**src/sv/dhssm_pkg.sv**
```systemverilog
package dhssm_pkg;

  // item kinds carried on the input tuser
  typedef enum logic [1:0] {
    OP_PHASE   = 2'd0,
    OP_SECTOR  = 2'd1,
    OP_LOAD    = 2'd2,
    OP_REMOUNT = 2'd3
  } opcode_e;

  // configuration register indexes
  localparam int unsigned CfgIdxW = 1;
  localparam logic [CfgIdxW-1:0] CFG_CLUSTER_SHIFT = 1'd0;
  localparam logic [CfgIdxW-1:0] CFG_FIRST_BLOCK   = 1'd1;
  localparam int unsigned CfgDataW = 32;

  localparam logic [2:0] ClusterShiftRst = 3'd6;

  // stream widths
  localparam int unsigned SDataW = 40;
  localparam int unsigned SUserW = 2;
  localparam int unsigned MDataW = 56;
  localparam int unsigned MUserW = 2;

  localparam int unsigned TableDepthDef = 16;
  localparam int unsigned ClusterW      = 28;
  localparam int unsigned LsecW         = 10;

  // signed step nibbles, high nibble for even picks
  localparam logic [7:0] StepNibbles [4] = '{8'h0f, 8'hed, 8'h03, 8'h21};

  localparam logic [7:0] PosWrapLimit = 8'd196;
  localparam logic [7:0] PosMax       = 8'd139;

endpackage

```
**src/sv/disk_head_stepper_sector_mapper_top.sv**
```systemverilog
// Floppy head stepper and sector mapper. Each input word (kind on tuser) is
// a phase sample, a sector advance, a cluster table load or a remount, and
// gives exactly one result word: head position in quarter tracks, sector,
// whole track, and for a sector advance the storage block found through the
// cluster table (flags on tuser: bit 0 block valid, bit 1 index error).
// One word is taken every cycle unless the result side stalls; each result
// passes the input register, the table read register (set by the registered
// cluster table read) and the output register. Backpressure on the result
// side stalls the whole pipe. The cluster table starts all zero through
// per-entry valid bits, so no clearing pass is run. The user must write
// configuration through the cfg channel only while idle (not enforced).
module disk_head_stepper_sector_mapper_top #(
  parameter int unsigned TABLE_DEPTH = dhssm_pkg::TableDepthDef
) (
  input  logic                          clk_i,
  input  logic                          rst_ni,
  // configuration write channel
  input  logic                          cfg_valid_i,
  output logic                          cfg_ready_o,
  input  logic [dhssm_pkg::CfgIdxW-1:0]  cfg_index_i,
  input  logic [dhssm_pkg::CfgDataW-1:0] cfg_data_i,
  // input stream
  input  logic                          s_axis_tvalid,
  output logic                          s_axis_tready,
  // phase_lines[3:0], entry_index[7:4], cluster_value[35:8], zero pad
  input  logic [dhssm_pkg::SDataW-1:0]   s_axis_tdata,
  // opcode[1:0]
  input  logic [dhssm_pkg::SUserW-1:0]   s_axis_tuser,
  // result stream
  output logic                          m_axis_tvalid,
  input  logic                          m_axis_tready,
  // quarter_track[7:0], sector_number[11:8], whole_track[17:12],
  // block_address[49:18], zero pad
  output logic [dhssm_pkg::MDataW-1:0]   m_axis_tdata,
  // block_valid[0], index_error[1]
  output logic [dhssm_pkg::MUserW-1:0]   m_axis_tuser
);

  localparam int unsigned AddrW = (TABLE_DEPTH > 1) ? $clog2(TABLE_DEPTH) : 1;
  localparam int unsigned EntW  = (AddrW > 4) ? AddrW : 4;
  localparam int unsigned LsecW = dhssm_pkg::LsecW;
  localparam int unsigned CluW  = dhssm_pkg::ClusterW;

  // handshakes and stage flow
  logic out_rdy, s2_rdy, s1_rdy;
  logic s_fire, s1_fire, cfg_fire;

  // configuration registers
  logic [2:0]  shift_q;
  logic [31:0] first_q;

  // drive state
  logic [7:0] head_q, head_d;
  logic [3:0] sec_q, sec_d;
  logic [3:0] prev_q, prev_d;

  // input register
  logic                  s1_vld_q;
  dhssm_pkg::opcode_e    s1_op_q;
  logic [3:0]            s1_lines_q;
  logic [3:0]            s1_entry_q;
  logic [CluW-1:0]       s1_cluster_q;

  // cluster table and its valid bits
  logic [CluW-1:0]        tbl_mem [TABLE_DEPTH];
  logic [TABLE_DEPTH-1:0] tbl_vld_q;
  logic                   tbl_we;
  logic [AddrW-1:0]       tbl_waddr, tbl_raddr;

  // stage one results
  logic [LsecW-1:0] lsec, lclu;
  logic             in_range, load_ok;
  logic [EntW-1:0]  ent_ext;
  logic [2:0]       pick, off;
  logic             one_hot;
  logic [7:0]       step_byte, step_ext, pos_sum, pos_new;
  logic [3:0]       step_nib;
  logic             s1_sector_ok, s1_err;

  // middle stage
  logic             s2_vld_q;
  logic [7:0]       s2_head_q;
  logic [3:0]       s2_sec_q;
  logic [LsecW-1:0] s2_lsec_q;
  logic             s2_ok_q, s2_err_q;
  logic [CluW-1:0]  s2_rd_q;
  logic             s2_rd_vld_q;

  logic [31:0] cluster, mask, addr;

  // output register
  logic                       out_vld_q;
  logic [dhssm_pkg::MDataW-1:0] out_data_q;
  logic [dhssm_pkg::MUserW-1:0] out_user_q;

  assign out_rdy       = !out_vld_q || m_axis_tready;
  assign s2_rdy        = !s2_vld_q || out_rdy;
  assign s1_rdy        = !s1_vld_q || s2_rdy;
  assign s_axis_tready = s1_rdy;
  assign s_fire        = s_axis_tvalid && s1_rdy;
  assign s1_fire       = s1_vld_q && s2_rdy;

  assign cfg_ready_o = 1'b1;
  assign cfg_fire    = cfg_valid_i;

  always_ff @(posedge clk_i or negedge rst_ni) begin
    if (!rst_ni) begin
      shift_q <= dhssm_pkg::ClusterShiftRst;
      first_q <= '0;
    end else if (cfg_fire) begin
      unique case (cfg_index_i)
        dhssm_pkg::CFG_CLUSTER_SHIFT: shift_q <= cfg_data_i[2:0];
        dhssm_pkg::CFG_FIRST_BLOCK:   first_q <= cfg_data_i;
        default: ;
      endcase
    end
  end

  // input register
  always_ff @(posedge clk_i or negedge rst_ni) begin
    if (!rst_ni) begin
      s1_vld_q <= 1'b0;
    end else if (s1_rdy) begin
      s1_vld_q <= s_axis_tvalid;
    end
  end

  always_ff @(posedge clk_i) begin
    if (s_fire) begin
      s1_op_q      <= dhssm_pkg::opcode_e'(s_axis_tuser[1:0]);
      s1_lines_q   <= s_axis_tdata[3:0];
      s1_entry_q   <= s_axis_tdata[7:4];
      s1_cluster_q <= s_axis_tdata[35:8];
    end
  end

  // head step decode
  always_comb begin
    one_hot = 1'b1;
    unique case (s1_lines_q)
      4'b1000: off = 3'd2;
      4'b0100: off = 3'd4;
      4'b0010: off = 3'd6;
      4'b0001: off = 3'd0;
      default: begin
        off     = 3'd0;
        one_hot = 1'b0;
      end
    endcase
    pick      = off + head_q[2:0];
    step_byte = dhssm_pkg::StepNibbles[pick[2:1]];
    step_nib  = pick[0] ? step_byte[3:0] : step_byte[7:4];
    step_ext  = {{4{step_nib[3]}}, step_nib};
    pos_sum   = head_q + step_ext;
    // negative wrap to zero, top end clamped
    if (pos_sum > dhssm_pkg::PosWrapLimit) begin
      pos_new = '0;
    end else if (pos_sum > dhssm_pkg::PosMax) begin
      pos_new = dhssm_pkg::PosMax;
    end else begin
      pos_new = pos_sum;
    end
  end

  assign ent_ext   = EntW'(s1_entry_q);
  assign load_ok   = 32'(ent_ext) < 32'(TABLE_DEPTH);
  assign tbl_waddr = ent_ext[AddrW-1:0];

  // item update
  always_comb begin
    head_d       = head_q;
    sec_d        = sec_q;
    prev_d       = prev_q;
    tbl_we       = 1'b0;
    s1_sector_ok = 1'b0;
    s1_err       = 1'b0;
    lsec         = {head_q[7:2], sec_q};
    lclu         = '0;
    in_range     = 1'b0;
    unique case (s1_op_q)
      dhssm_pkg::OP_PHASE: begin
        if (s1_lines_q != prev_q) begin
          prev_d = s1_lines_q;
          if (one_hot) begin
            head_d = pos_new;
          end
        end
      end
      dhssm_pkg::OP_SECTOR: begin
        sec_d        = sec_q + 4'd1;
        lsec         = {head_q[7:2], sec_d};
        lclu         = lsec >> shift_q;
        in_range     = 32'(lclu) < 32'(TABLE_DEPTH);
        s1_sector_ok = in_range;
        s1_err       = !in_range;
      end
      dhssm_pkg::OP_LOAD: begin
        tbl_we = s1_fire && load_ok;
        s1_err = !load_ok;
      end
      dhssm_pkg::OP_REMOUNT: begin
        head_d = '0;
        sec_d  = '0;
      end
      default: ;
    endcase
  end

  assign tbl_raddr = lclu[AddrW-1:0];

  always_ff @(posedge clk_i or negedge rst_ni) begin
    if (!rst_ni) begin
      head_q <= '0;
      sec_q  <= '0;
      prev_q <= '0;
    end else if (s1_fire) begin
      head_q <= head_d;
      sec_q  <= sec_d;
      prev_q <= prev_d;
    end
  end

  // cluster table: write from a load, registered read for a sector advance
  always_ff @(posedge clk_i) begin
    if (tbl_we) begin
      tbl_mem[tbl_waddr] <= s1_cluster_q;
    end
    if (s1_fire) begin
      s2_rd_q <= tbl_mem[tbl_raddr];
    end
  end

  always_ff @(posedge clk_i or negedge rst_ni) begin
    if (!rst_ni) begin
      tbl_vld_q <= '0;
    end else if (tbl_we) begin
      tbl_vld_q[tbl_waddr] <= 1'b1;
    end
  end

  // middle stage
  always_ff @(posedge clk_i or negedge rst_ni) begin
    if (!rst_ni) begin
      s2_vld_q <= 1'b0;
    end else if (s2_rdy) begin
      s2_vld_q <= s1_vld_q;
    end
  end

  always_ff @(posedge clk_i) begin
    if (s1_fire) begin
      s2_head_q   <= head_d;
      s2_sec_q    <= sec_d;
      s2_lsec_q   <= lsec;
      s2_ok_q     <= s1_sector_ok;
      s2_err_q    <= s1_err;
      s2_rd_vld_q <= tbl_vld_q[tbl_raddr];
    end
  end

  // block address: ((entry - 2) << shift) + first block + sector in cluster
  assign cluster = s2_rd_vld_q ? 32'(s2_rd_q) : 32'd0;
  assign mask    = (32'd1 << shift_q) - 32'd1;
  assign addr    = ((cluster - 32'd2) << shift_q) + first_q + (32'(s2_lsec_q) & mask);

  // output register
  always_ff @(posedge clk_i or negedge rst_ni) begin
    if (!rst_ni) begin
      out_vld_q <= 1'b0;
    end else if (out_rdy) begin
      out_vld_q <= s2_vld_q;
    end
  end

  always_ff @(posedge clk_i) begin
    if (s2_vld_q && out_rdy) begin
      out_data_q <= {6'd0, (s2_ok_q ? addr : 32'd0), s2_head_q[7:2], s2_sec_q, s2_head_q};
      out_user_q <= {s2_err_q, s2_ok_q};
    end
  end

  assign m_axis_tvalid = out_vld_q;
  assign m_axis_tdata  = out_data_q;
  assign m_axis_tuser  = out_user_q;

endmodule

```
**config.mk**
```make
export PLATFORM = sky130hd
export DESIGN_NAME = disk_head_stepper_sector_mapper_top
export DESIGN_NICKNAME = d
export VERILOG_FILES = /design/src/sv/dhssm_pkg.sv /design/src/sv/disk_head_stepper_sector_mapper_top.sv
export SDC_FILE = /design/constraint.sdc
export NUM_CORES = 1
export LEC_CHECK = 0
export ABC_AREA = 1
export BUFFER_PORTS_ARGS = -buffer_cell sky130_fd_sc_hd__clkbuf_2
export CAP_MARGIN = 10
export CORE_UTILIZATION = 50
export DETAILED_ROUTE_END_ITERATION = 6
export PLACE_DENSITY = 0.69
export SETUP_SLACK_MARGIN = 0.2
export SYNTH_ARGS = -nofsm -noshare
export SYNTH_HDL_FRONTEND = slang
export SYNTH_SLANG_ARGS = --single-unit
```
**constraint.sdc**
```tcl
create_clock -name clk_i -period 6.6 [get_ports clk_i]
set_clock_uncertainty 0.2 [all_clocks]
set_input_delay 1.65 -clock clk_i [delete_from_list [all_inputs] [get_ports clk_i]]
set_output_delay 1.65 -clock clk_i [all_outputs]
set_load 0.05 [all_outputs]
```
-- Word-level counts from Yosys, hierarchy flattened
Memory sizes are Yosys's and may differ from the RTL's. A register that Yosys moved wholly into a read port is not among the register bits.
Index checks and enable logic that the tools add are counted.
- memories kept: 1
- output and inout bits: 61
- bits in latches: 0
- register bits: 185
- memory bits (read-only): 0
- input bits: 80
- bits in writable memories: 448
- word-level logic and storage cells: 90
- memories (memory ; depth ; width ; read ports ; clocked after Yosys merged registers in ; wr ports ; RTL line ; text):
    tbl_mem ; 16 ; 28 ; 1 ; 1 ; 1 ; disk_head_stepper_sector_mapper_top.sv:65 ; logic [CluW-1:0] tbl_mem [TABLE_DEPTH];
- shifts and indexed selects: 3
- muxes and demuxes: 22
- equal/unequal tests: 8
- reduce and logical (&&, ||, !) cells: 16
- divide/modulo/power cells: 0
- multiply operators: 0
- bitwise operators: 4
- add/subtract/negate cells: 7
- $lt $le $gt $ge: 7
- operators with widths (cell ; count):
    $add A32 B32 Y32 ; 2
    $mux W8 ; 6
    $and A10 B32 Y32 ; 1
    $shl A1 B3 Y32 const A ; 1
    $shl A32 B3 Y32 ; 1
    $sub A32 B1 Y32 const B ; 1
    $sub A28 B2 Y29 const B ; 1
    $mux W28 ; 1
    $bmux W8 S2 ; 1
    $gt A8 B8 Y1 const B ; 2
    $or A16 B16 Y16 ; 1
    $pmux W8 S2 ; 1
    $mux W4 ; 3
    $lt A10 B5 Y1 const B ; 1
    $lt A4 B5 Y1 const B ; 2
    $shr A10 B3 Y10 ; 1
    $pmux W3 S3 ; 1
    $add A8 B8 Y8 ; 1
    $pmux W4 S2 ; 1
    $mux W1 ; 6
    $add A4 B1 Y4 const B ; 1
    $bmux W1 S4 ; 1
    $demux W1 S4 ; 1
    $eq A2 B2 Y1 const B ; 2
    18 further kinds ; 27

-- Longest topological paths before layout
Gate-level depths: netlist of the first run.
- depth after elaboration: 15
- depth in mapped cells: 30

-- Worst setup path before layout of the first run
Ideal clock, no wire load.
- kind: input port to flip-flop
- from: input m_axis_tready
- to: register out_data_q (netlist bit m_axis_tdata[0]), enable pin
- data required time: 5.935 ns
- stages: 2
- library setup time: 0.465 ns
- arrival: 3.928 ns
- path slack: 2.008 ns
- cells stage by stage: inv_1 > a21oi_1
- word-level cells in the longest chain between the ends: 2
- RTL lines (what ; RTL line ; text):
    from (decl) ; disk_head_stepper_sector_mapper_top.sv:31 ; input logic m_axis_tready,
    $logic_or A1 B1 Y1 ; disk_head_stepper_sector_mapper_top.sv:96 ; assign out_rdy = !out_vld_q || m_axis_tready;
    $logic_and A1 B1 Y1 ; disk_head_stepper_sector_mapper_top.sv:276 ; if (s2_vld_q && out_rdy) begin
    to (signal assigned) ; disk_head_stepper_sector_mapper_top.sv:277 ; out_data_q <= {6'd0, (s2_ok_q ? addr : 32'd0), s2_head_q[7:2], s2_sec_q, s2_head_q};
    to (decl) ; disk_head_stepper_sector_mapper_top.sv:93 ; logic [dhssm_pkg::MDataW-1:0] out_data_q;
Every way passes these cells.
A chain may end at the register's enable or synchronous reset.

-- Worst setup path after layout of the first run
- from: register s2_rd_vld_q
- to: register out_data_q (netlist bit m_axis_tdata[44]), data pin
- word-level cells in the longest chain between the ends: 5
- RTL lines (what ; RTL line ; text):
    from (decl) ; disk_head_stepper_sector_mapper_top.sv:87 ; logic s2_rd_vld_q;
    from (signal assigned) ; disk_head_stepper_sector_mapper_top.sv:257 ; s2_rd_vld_q <= tbl_vld_q[tbl_raddr];
    $mux W28 ; disk_head_stepper_sector_mapper_top.sv:262 ; assign cluster = s2_rd_vld_q ? 32'(s2_rd_q) : 32'd0;
    $sub A28 B2 Y29 ; disk_head_stepper_sector_mapper_top.sv:264 ; assign addr = ((cluster - 32'd2) << shift_q) + first_q + (32'(s2_lsec_q) & mask);
    $shl A32 B3 Y32 ; disk_head_stepper_sector_mapper_top.sv:264 ;
    $add A32 B32 Y32 (2 in series) ; disk_head_stepper_sector_mapper_top.sv:264 ;
Every way passes these cells.

==> impl_summary.md, run 1 <==
Status
The run finished with clean final reports.

Logic synthesis
In the synthesized netlist, the number of instances is 3135. Summing every instance area after synthesis gives 31500 µm². The share of synthesized registers carrying an async set or reset is 10.7%.

The average cell area after synthesis is 10.0 µm². The number of warnings issued by yosys is 0. The number of distinct library cell variants in the gate-level netlist after synthesis is 47. The number of flops mapped to enable cells by yosys is 583.

After synthesis, flip-flops and latches occupy 61.1% of the total area. After synthesis the netlist holds a flip-flop and latch count of 653. The most frequently used flop master after synthesis is edfxtp_1.

Power
The static leakage is 14.7 nW. The register share of total power is 40.9%. The share of total power in the clock network is 30.2%. Of the total power, the share spent switching nets is 35.3%.

The worst vdd rail ir drop is 210 µV. The logic gate share of total power is 28.9%. The power density of the placed cells is 357 nW/µm². The analysis attributes to net switching a power of 0.00444 W. The internal power summed over all cells is 0.00813 W.

Final layout
The total non-filler cell area in the finished layout is 35200 µm². The final layout contains 3379 nets. The fill cell instance count of the final layout is 5241.

Relative to the synthesized area, the layout overhead comes to 11.8%. Cells with a size suffix above 1 make up 10.1% of the layout.

Worst setup path
The type of element launching the critical path is a flip-flop. In this run the number of cells on the critical path is 25. The dominant cell type by count on the critical path is nand2_1. The total buffers and inverters traversed by the critical path is 1.

The critical path ends at m_axis_tdata[44]. In this run the worst path has a maximum fanout of 17. The setup check on the worst reg-to-reg path leaves a slack of 1.19 ns.

The worst reg2reg path depth is 25. The worst setup path is of the reg2reg kind. Among all stages on the critical path, the largest delay is contributed by edfxtp_1. The critical path starts at s2_rd_vld_q. The category of the worst setup path capture point is a flip-flop. The critical path data required time is 6.75 ns. The cell type group with the largest total delay on the critical path is simple AND/OR/NAND/NOR gates. The data arrival time of the critical path is 5.56 ns. In this design, the stage delay of the slowest critical-path cell is 0.61 ns. The launch instance of the worst register-to-register path is s2_rd_vld_q.

The worst register-to-register path ends at m_axis_tdata[44].

STA
Setup violations remaining at the end of the flow were counted as 0. The sum of negative setup slack is 0 ns. The final critical delay including setup and external delays is 5.41 ns. In the finished design, the share of the clock period the worst path needs comes to 82.0%. The worst pin sits at a relative slew slack of 18.3%. The highest attainable clock frequency is 0.185 GHz. The actual slew at the worst max-slew pin is 1.23 ns. The count of final hold-check violations was 0. The final number of max-transition violations is 0. Hold is met by 0.217 ns. Setup repair after global routing left no endpoint under its margin.

Detailed routing
Dividing the detail-routed via count by the number of cells gives 5.51. The pre-antenna-repair detailed-routing pass consisted of 6 iterations. The routed length per instance is 18.9 µm. The detailed-route via count is 22683.

For this run, design rule violations remaining after detail routing come to 0. The number of antenna-violating nets in the routed design is 0. The detailed router's first-iteration violation count is 2166. The overall routed net length is 77.6 mm.

Clock tree
The number of buffers inserted during clock tree synthesis is 71. Once the clock tree was built, the resizer swapped 0 gates to a different size. The clock latency on the worst-skew pair is 0.63 ns. In this run the number of H-tree levels came out at 3. The deepest clock path buffer count is 3.

Post-CTS timing repair inserted 0 buffers for setup. The clock-pin transition on the worst setup and hold timing paths is 0.06 ns. The library cell used as clock root buffer is clkbuf_16.

TritonCTS built the clock tree. The count of hold-fix buffers inserted at cts is 0. The clock sink count is 653.

Placement
The area of placed instances is 33000 µm². In this run the tool buffered the top-level ports with 129 buffer cells. At the end of routability-driven placement, the weighted congestion stood at 0.870.

The detailed placement HPWL is 46.6 mm.

Worst hold path
The class of the most critical hold timing path is reg2reg. The origin of the worst min-delay path is s2_head_q[6].

Floorplanning
The boundary pin count is 141. The starting density of the core is 50.9%. The standard cell core area is 61900 µm². The die outline width is 253 µm.

The floorplan step set the die height to 253 µm. The count of standard-cell rows is 91. The die covers 64000 µm².

Global routing
The number of antenna violations at the first check in global routing is 3. The global-route wire length before repair is 120 mm. The total global routing track utilization is 24.3%. The number of global-route vias before repair is 21972. Entering global routing, the biggest net connects 233 pins. For this run the aggregate overflow at the end of global routing stands at 0.

Run
Across the run, the number of max-cap violations was 0.
cells in the mapped netlist (all sizes together) (3+ instances only):
library cell,number,area (µm²)
edfxtp,583,17500
mux2,25,282
o211ai,3,22.5
a21o,3,22.5
o21ai,143,716
xnor2,7,61.3
a21oi,79,399
o22ai,6,37.5
nor2,122,460
nand2,795,2990
fa,11,220
xor2,22,193
dfrtp,68,1700
o21a,9,67.6
ha,68,851
buf,96,489
nor3,5,25.0
clkbuf,71,267
mux2i,18,180
o21bai,3,22.5
nand4,14,87.6
nand3,521,2610
inv,323,1210
nand3b,111,833
a31oi,6,37.5
metrics by stage:
stage	util (%)	worst slack, ns	instances	power [W]
6_report	56.9	1.19	4113	0.0126
5_1_grt	56.9	0.752	4111	0.0133
4_1_cts	56.9	1.21	4111	0.0126
3_5_place_dp	53.3	1.24	3984	0.00883
3_3_place_gp	53.3	1.29	3984	0.00876
2_1_floorplan	-	2.01	3142	0.00789
power by group through the flow:
stage | Clock, W | Sequential, W | Combinational, W
6_report | 0.00379 | 0.00515 | 0.00364
5_1_grt | 0.00400 | 0.00518 | 0.00408
4_1_cts | 0.00386 | 0.00515 | 0.00363
3_5_place_dp | 0 | 0.00523 | 0.00360
3_3_place_gp | 0 | 0.00522 | 0.00354
2_1_floorplan | 0 | 0.00547 | 0.00241
area by class of cell:
type | count | area [µm²] | area share (%)
Antenna cell | 2 | 5.00 | 0.0142
Clock buffer | 88 | 1910 | 5.44
Clock inverter | 39 | 313 | 0.888
Inverter | 324 | 1220 | 3.46
Multi-Input combinational cell | 1998 | 10500 | 29.7
Sequential cell | 653 | 19300 | 54.7
Tap cell | 837 | 1050 | 2.97
Timing Repair Buffer | 172 | 996 | 2.83
cell usage in the layout (no fill, tap or decap), types with 3 or more instances in the layout:
cell type  netlist  final
conb_1           2      9
clkinv_4         0      3
clkinv_2         0     15
ha_1            68     68
dfrtp_1         68     68
mux2_2          25     25
nor2_1         121    105
nand4_1         14     14
o21bai_1         3      3
a21o_1           3      3
nor2_4           0     16
o22ai_1          6      6
o21ai_0        136    135
edfxtp_1       583    583
inv_2            3      5
clkbuf_16        0     74
clkbuf_1        71     13
a21oi_1         78     77
xnor2_1          7      7
xor2_1          22     22
clkbuf_2         0    128
inv_1          320    316
clkinv_1         1     15
o211ai_1         3      3
o21ai_1          7      7
fa_1            11     11
nor3_1           5      5
nand2_1        794    793
mux2i_1         18     18
buf_4           14     42
nand3b_1       111    111
o21a_1           9      9
nand3_1        521    520
a31oi_1          6      6
worst min-delay path by stage:
stage                                   to  slack (ns)  cells after the start
after floorplan            m_axis_tdata[0]        0.20                      0
after global placement     m_axis_tdata[1]        0.21                      0
after detailed placement  m_axis_tdata[16]        0.20                      0
after CTS                  m_axis_tdata[7]        0.22                      0
after global routing       m_axis_tdata[0]        0.24                      0
final                     m_axis_tdata[16]        0.22                      0
worst register-to-register path: cells and delay by family, from the launching register on:
kind	cells	cell delay, ns
and+or+nand+nor	14	2.44
adders and majority gates	3	0.97
AOI/OAI and AO/OA	6	0.69
DFF	1	0.61
xor gates and xnor gates	1	0.18
buffers and inverters	1	0.05
layer usage:
layer | routed length, µm | track usage, % | vias up
met2 | 38400 | 42.0 | 854
met4 | 2440 | 9.13 | 0
met3 | 5290 | 3.52 | 162
met1 | 31500 | 31.1 | 10822
met5 | 0 | 0 | -
li1 | - | - | 10845
state kept, by name, summed over array words and instances (netlist names), 2 cells and up:
register / cells
tbl_mem: 448
m_axis_tdata: 44
first_q: 32
s1_cluster_q: 28
s2_rd_q: 28
tbl_vld_q: 16
head_q: 8
s2_head_q: 8
s2_lsec_q: 8
ent_ext: 4
prev_q: 4
s1_lines_q: 4
s2_sec_q: 4
sec_q: 4
shift_q: 3
m_axis_tuser: 2
s1_op_q: 2
kinds of logic after synthesis:
logic type	count (synthesis)	share of synthesized area (%)
compound gates	264	4.56
xor+xnor	29	0.806
fa+ha+maj	79	3.40
buf+inv	491	6.26
flops	653	61.1
mux	43	1.47
other cells	2	0.0238
simple gates	1574	22.3
(Power assumes the default switching activity.)
==> run 2, diff against run 1 <==
--- a/config.mk
+++ b/config.mk
@@ -5,12 +5,12 @@
 export SDC_FILE = /design/constraint.sdc
 export NUM_CORES = 1
 export LEC_CHECK = 0
-export ABC_AREA = 1
+export ABC_AREA = 0
 export BUFFER_PORTS_ARGS = -buffer_cell sky130_fd_sc_hd__clkbuf_2
 export CAP_MARGIN = 10
 export CORE_UTILIZATION = 50
 export DETAILED_ROUTE_END_ITERATION = 6
-export PLACE_DENSITY = 0.69
+export PLACE_DENSITY = 0.72
 export SETUP_SLACK_MARGIN = 0.2
 export SYNTH_ARGS = -nofsm -noshare
 export SYNTH_HDL_FRONTEND = slang
==> constraint.sdc (replaced) <==
create_clock -name clk_i -period 4.8 [get_ports clk_i]
set_clock_uncertainty 0.2 [all_clocks]
set_input_delay 1.2 -clock clk_i [delete_from_list [all_inputs] [get_ports clk_i]]
set_output_delay 1.2 -clock clk_i [all_outputs]
set_load 0.05 [all_outputs]
==> impl_summary.md, run 2 <==
Worst setup path
The setup check on the worst reg-to-reg path leaves a slack of 0.03 ns. The cell type of the slowest stage on the worst timing path is edfxtp_1. The worst setup path is of the reg2reg kind. The end of the worst register-to-register path is m_axis_tdata[48].

Traced cell by cell, the critical path runs through buf_6 -> nand2_4 -> ha_4 -> inv_2 -> or3_4 -> a31oi_4 -> a22oi_2 -> mux2_4 -> buf_4 -> mux2_4 -> ha_4 -> ha_4 -> and2_4 -> and3_4 -> o211ai_1 -> and4_4 -> o21ai_4 -> a221oi_4 -> buf_4 -> o211ai_1 -> a21boi_1 -> xor2_1 -> nor2_1. For this run, the slowest stage of the critical path takes 0.41 ns. The worst reg2reg path depth is 23. Along the worst path, the maximum fanout reaches 5.

At the worst endpoint, the required time is 4.94 ns. The type of element launching the critical path is a flip-flop. The data arrival time of the critical path is 4.91 ns.

The worst register-to-register path begins at s2_rd_vld_q. STA classifies the critical path endpoint as a flip-flop. The dominant cell type by count on the critical path is ha_4.

Logic synthesis
By area the synthesized netlist is led by edfxtp_1, dfrtp_1, mux2i_1. The number of distinct library cell variants in the gate-level netlist after synthesis is 75. The most frequently used flop master after synthesis is edfxtp_1. The instance count of the mapped netlist is 2152. The cell type with the largest total area after synthesis is edfxtp_1. The number of synthesized register bits is 653. In this run the cell area of the synthesized design comes to 29600 µm². The most common cell in the synthesized netlist is edfxtp_1. In this run the mean area of a mapped cell was 13.8 µm². The top cell type by area accounts for 59.1% of the synthesized area.

Yosys mapped a number of flops with a built-in enable equal to 583. For this run, the number of Yosys warnings is 0. The sequential fraction of the synthesis area is 65.0%. Counting flops with an async set or reset pin after synthesis yields a share of 10.7%.

The commonest cells after synthesis are edfxtp_1, a21oi_1, mux2i_1, nor2b_1, a211oi_1.

Placement
The detailed placement HPWL is 37.6 mm. The congestion estimate from routability-driven global placement came to 0.853. The worst slack after detailed placement is -0.133 ns. Buffers placed on the I/O ports in this run total 129.

Detailed routing
The vias per cell is 5.61. The detailed router's first-iteration violation count is 1345. The detailed-route via count is 17980.

The overall routed net length is 63.0 mm. The number of antenna-violating nets in the routed design is 0. The routed length per instance is 19.7 µm.

The total DRC errors in the routed layout is 0. The first TritonRoute pass finished after 6 iterations.

Status
The run finished with clean final reports.

Final layout
The post-route netlist has 23.2% of its cells at a drive strength greater than 1. The library cell used most frequently in the layout, excluding fill and tap cells, is edfxtp_1. The flip-flop count of the largest register, all copies and words added is 448. 0 antenna diodes ended up in the layout. In the layout the commonest cells are edfxtp_1, a21oi_1, buf_4.

The layout net count is 2544. The register containing the most flip-flops in the final layout is tbl_mem. The area growth from synthesis to layout is 17.4%.

Worst hold path
The tightest min-delay check is of the reg2reg type. The end point of the worst hold path is m_axis_tdata[16]. Counting instances, the worst hold path has a depth of 0. In this run the most critical hold path is launched from s2_head_q[6].

Global routing
The number of global-route vias before repair is 17735. The residual overflow from global routing is 0. The maximum number of pins on one net before global-route repair is 117. The first global-routing pass estimated 96.3 mm of wire. The number of antenna violations at the first check in global routing is 1. The total global routing track utilization is 20.8%.

Floorplanning
141 I/O pins were placed. The standard cell core area is 58100 µm². The starting density of the core is 51.0%. From bottom edge to top edge, the die measures 246 µm. The die area is 60300 µm². After floorplanning, the core was divided into 88 placement rows. The floorplan step set the die width to 246 µm.

Power
The total chip power is 0.0168 W. The register share of total power is 40.7%. The net switching power is 0.00503 W. Across the VDD grid, the largest voltage drop is 383 µV. The internal power summed over all cells is 0.0118 W. The logic gate share of total power is 27.5%. In this run the static leakage power is 12.6 nW.

In this run the power density over the cells is 483 nW/µm². Net switching is 29.9% of the power. Of the total power, the clock network draws 31.8%.

STA
The actual slew at the worst max-slew pin is 1.09 ns. The count of final hold-check violations is 0. The setup violation total in the final timing report is 0. The final number of max-transition violations is 0. Based on the critical path, the design can be clocked at up to 0.210 GHz. The sum of negative setup slack is 0 ns. The tightest hold path in the finished design has a slack of 0.223 ns. Measured against its own limit, the worst slew margin works out to 27.6%.

Setup repair after global routing could not meet its margin everywhere. In the finished design, the share of the clock period the worst path needs comes to 99.4%. Setup slack on the critical path of the routed design comes to 0.0272 ns. The worst path needs 4.77 ns of the cycle, external delays included.

Clock tree
The deepest clock path buffer count is 3. The number of hold buffers added after CTS was 0. The CTS H-tree depth is 3.

CTS placed an instance of clkbuf_16 at the clock tree root. After clock tree synthesis, the clock-pin slew on the worst setup and hold paths is 0.06 ns. The clock tree from TritonCTS is built.

The clock sink count is 653. At the later pin of the worst-skew pair, clock insertion delay measures 0.63 ns. The number of buffers inserted during clock tree synthesis is 68.

Run
Across the run, the number of max-cap violations was 0.
## run 2: changes by cell type in the layout (fill, tap and decap cells not counted), moves of 107 or more
cell / change
nand2_1: -680
buf_4: +107
a211oi_1: +122
inv_1: -282
mux2i_1: +129
nand3b_1: -111
nor2b_1: +125
nand3_1: -509
## run 2: through the flow
stage                     cell area (µm²)  std cells  util (%)
after floorplan                     29900       2159         -
after global placement              32000       3067      55.1
after detailed placement            32000       3067      55.1
after CTS                           34500       3197      59.3
after global routing                34800       3205      59.9
final                               34800       3205      59.9
## run 2: per-layer routing
layer	vias up	routed length, µm	track usage, %
met5	-	13	0
met4	2	1720	7.05
met3	121	3310	3.68
met2	468	31300	35.7
met1	8796	26600	26.6
li1	8593	-	-
## run 2: final cells by class
cell class,instances,area [µm²]
Clock inverter,34,413
Multi-Input combinational cell,1331,10200
Sequential cell,653,19300
Tap cell,765,957
Inverter,42,159
Timing Repair Buffer,289,1970
Clock buffer,91,1870
Fill cell,4371,23300
## run 2: critical path, delay by kind of cell, from the launching register on
kind / cells / cell delay [ns]
and+or+nand+nor: 6 / 1.04
AOI/OAI and AO/OA: 7 / 1.04
muxes: 2 / 0.55
DFF: 1 / 0.41
adders and majority gates: 3 / 0.62
buffers and inverters: 4 / 0.49
xor gates and xnor gates: 1 / 0.15
## run 2: logic make-up after synthesis
group                      after synthesis  synth area share, %
muxes                                  194                 6.79
adders and majority gates               79                 3.61
other                                    2               0.0253
DFF                                    653                 65.0
AOI/OAI and AO/OA                      515                 11.3
xor gates and xnor gates                66                 1.98
buffers and inverters                  175                 3.07
and+or+nand+nor                        468                 8.23
## run 2: worst max path at each step
stage,cells after the start,slack [ns],to,startpoint
floorplan,26,-0.13,m_axis_tdata[46],s2_rd_vld_q
global placement,21,-0.05,m_axis_tdata[46],s2_rd_vld_q
detailed placement,20,-0.13,m_axis_tdata[46],s2_rd_q[2]
CTS,22,0.06,m_axis_tdata[48],s2_rd_vld_q
global route,24,-0.22,m_axis_tdata[48],s2_rd_q[5]
finish,23,0.03,m_axis_tdata[48],s2_rd_vld_q
## run 2: timing repair
action                                  in CTS  in global routing
setup buffers                                5                  8
gates resized for setup                     35                 49
endpoints found under the setup margin      11                 19
pin swaps                                   16                 26
## run 2: power by group through the flow
stage               logic (W)  registers [W]  clock network, W
floorplan             0.00268        0.00728                 0
global placement      0.00414        0.00693                 0
detailed placement    0.00423        0.00695                 0
CTS                   0.00439        0.00684           0.00544
global route          0.00507        0.00687           0.00566
finish                0.00463        0.00684           0.00535
==> run 3, diff against run 2 <==
--- a/config.mk
+++ b/config.mk
@@ -10,7 +10,7 @@
 export CAP_MARGIN = 10
 export CORE_UTILIZATION = 50
 export DETAILED_ROUTE_END_ITERATION = 6
-export PLACE_DENSITY = 0.72
+export PLACE_DENSITY = 0.77
 export SETUP_SLACK_MARGIN = 0.2
 export SYNTH_ARGS = -nofsm -noshare
 export SYNTH_HDL_FRONTEND = slang
==> impl_summary.md, run 3 (same netlist as run 2, synthesis figures left out) <==
Worst setup path
The critical path data required time is 4.94 ns. Tracing the worst setup path back leads to its startpoint at s2_rd_vld_q. The category of the worst setup path capture point is a flip-flop. Walking the worst path, the cells encountered are buf_6 -> nand2_4 -> ha_4 -> inv_2 -> or3_4 -> a31oi_4 -> o2bb2ai_2 -> mux2i_1 -> o21ai_1 -> fa_1 -> inv_2 -> ha_4 -> a211o_1 -> o211ai_1 -> and4_4 -> o21ai_4 -> a221oi_4 -> buf_4 -> o211ai_1 -> a21boi_1 -> xor2_1 -> nor2_1.

Data on the critical path arrives at its endpoint at 5.03 ns. The setup path with the least slack is of type reg2reg. Of all nets on the critical path, the largest fanout is 5.

The worst register-to-register path begins at s2_rd_vld_q. STA classifies the critical path startpoint as a flip-flop. The delay of the slowest critical-path stage is 0.46 ns.

The cell type of the slowest stage on the worst timing path is fa_1.

STA
In this run the tightest slew margin relative to its limit is 25.5%. After layout, the worst setup slack is -0.0973 ns. After layout, the minimum clock period comes to 4.90 ns. The worst path uses 102% of the clock period.

The highest attainable clock frequency is 0.204 GHz. Setup repair after global routing could not meet its margin everywhere. The setup violation total in the final timing report is 3. The count of final hold-check violations is 0. At the pin with the least slew margin, the transition time is 1.12 ns. The final number of max-transition violations was 0. The sum of negative setup slack is -0.234 ns.

Power
The static leakage is 12.5 nW. The share of total power in the clock network is 31.3%. Of the total power, registers draw 40.9%. In this run switching power makes up 30.4% of total power. The worst-case IR drop observed on VDD is 500 µV. The power density of the placed cells is 482 nW/µm².

The analysis attributes to net switching a power of 0.00508 W. The total chip power is 0.0167 W. Per report_power, the combinational group accounts for 27.7% of the total.

The internal power summed over all cells is 0.0116 W.

Final layout
The ratio of cells with drive above 1 in the final layout is 23.2%. The relative area change from synthesis to final layout is 17.0%. The final layout contains 2539 nets. The register containing the most flip-flops in the final layout is tbl_mem.

The total non-filler cell area in the finished layout is 34700 µm². The library cell used most frequently in the layout, excluding fill and tap cells, is edfxtp_1. The flip-flop count of the largest register, all copies and words added is 448.

The number of standard cells in the final layout excluding fillers is 3200. The filler cells instantiated in the layout total 4321. The library cells used most frequently in the layout, excluding fill and tap cells, are edfxtp_1, a21oi_1, mux2i_1. The number of antenna diodes in the final layout is 0.

Placement
The area of placed instances is 31900 µm². The count of buffers from port buffering is 129. At the placement stage, the worst setup path has a slack of -0.0942 ns. Routability-driven placement finished with a final weighted congestion of 0.851. The detailed placement HPWL is 37.5 mm. The placed instance count is 3060.

Detailed routing
In this run the remaining antenna-violating nets after routing total 0. After detailed routing, the number of vias per cell comes to 5.68. The routed length per instance is 19.9 µm. The detailed router's first-iteration violation count is 1386. In the routed design, unresolved DRC markers number 0.

Before antenna repair, the detailed router went through 5 iterations. Detailed routing inserted a total of 18187 vias. Wires add up to 63.6 mm.

Global routing
The number of global-route vias before repair came to 18063. Entering global routing, the biggest net connects 102 pins. The total overflow left after global routing is 0. Global routing consumed, over all layers together, 21.0% of the routing resources.

The number of antenna violations at the first check in global routing is 1. The global-route wire length before repair is 98.0 mm.

Clock tree
The clock passes through at most 3 buffers. The clock tree from TritonCTS is built. The clock reaches the later pin of the worst-skew pair after 0.62 ns.

After clock tree synthesis, the clock-pin slew on the worst setup and hold paths is 0.06 ns. Clock tree synthesis selected as its root buffer the cell clkbuf_16. The clock sink count is 653.

The number of clock buffers added by TritonCTS is 70. The H-tree was split into 3 levels.

Floorplanning
The total area inside the core boundary comes to 58100 µm². The die covers 60300 µm². Row generation in the floorplan step produced 88 rows.

The boundary pin count is 141. The starting density of the core is 51.0%. The die outline width is 246 µm. The height of the die is 246 µm.

Run
The number of violations of the max-capacitance limit is 0.

Worst hold path
The startpoint identified for the worst hold timing path is s2_head_q[6]. The min-delay analysis places its worst path in the category reg2reg.

Status
The final reports fail on negative setup slack. The run finished, with violations left.
run 3: worst paths after layout:
kind | endpoint | slack (ns) | cells after the start
max | m_axis_tdata[48] | -0.1 | 22
max reg2reg | m_axis_tdata[48] | -0.1 | 22
min in group asynchronous | head_q[2] | 0.56 | 1
min reg2reg | m_axis_tdata[16] | 0.22 | 0
max in group asynchronous | first_q[31] | 3.20 | 1
min | m_axis_tdata[16] | 0.22 | 0
run 3: layout make-up:
type / count / area [µm²] / area share (%)
clock buffer: 92 / 1900 / 5.46
clock inverter: 35 / 359 / 1.04
inverter: 42 / 158 / 0.454
multi-input combinational: 1331 / 10200 / 29.3
sequential: 653 / 19300 / 55.5
tap: 765 / 957 / 2.76
timing repair buffer: 282 / 1900 / 5.48
run 3: timing repair:
item	CTS	global route
buffers inserted	3	10
pin swaps	16	36
hold buffers	0	0
endpoints found under the setup margin	10	15
gates resized for setup	23	57
run 3: metal layers:
metal	GRT usage (%)	wire (µm)	up-vias
li1	-	-	8590
met1	27.0	26300	8934
met2	36.2	32000	542
met3	3.38	3690	121
met4	6.83	1620	0
met5	0	0	-
run 3: critical path: cells and delay by family, from the launching register on:
kind                     cells  cell delay [ns]
flip-flops                   1             0.39
AND/OR/NAND/NOR              4             0.76
AO/OA/AOI/OAI                9             1.71
XOR/XNOR                     1             0.15
buffers and inverters        4             0.46
multiplexers                 1             0.11
adder cells (fa/ha/maj)      3             0.83
run 3: power by group through the flow:
stage | combinational (W) | clock, W | sequential (W)
after global placement | 0.00409 | 0 | 0.00693
after global routing | 0.00508 | 0.00555 | 0.00688
after CTS | 0.00434 | 0.00533 | 0.00684
final | 0.00464 | 0.00524 | 0.00684
after detailed placement | 0.00421 | 0 | 0.00695
after floorplan | 0.00268 | 0 | 0.00728
run 3: through the flow:
step	util [%]	hold WS, ns
after global routing	59.7	0.227
after global placement	54.9	0.205
after detailed placement	54.9	0.205
final	59.7	0.217
after CTS	59.0	0.219
after floorplan	-	0.200
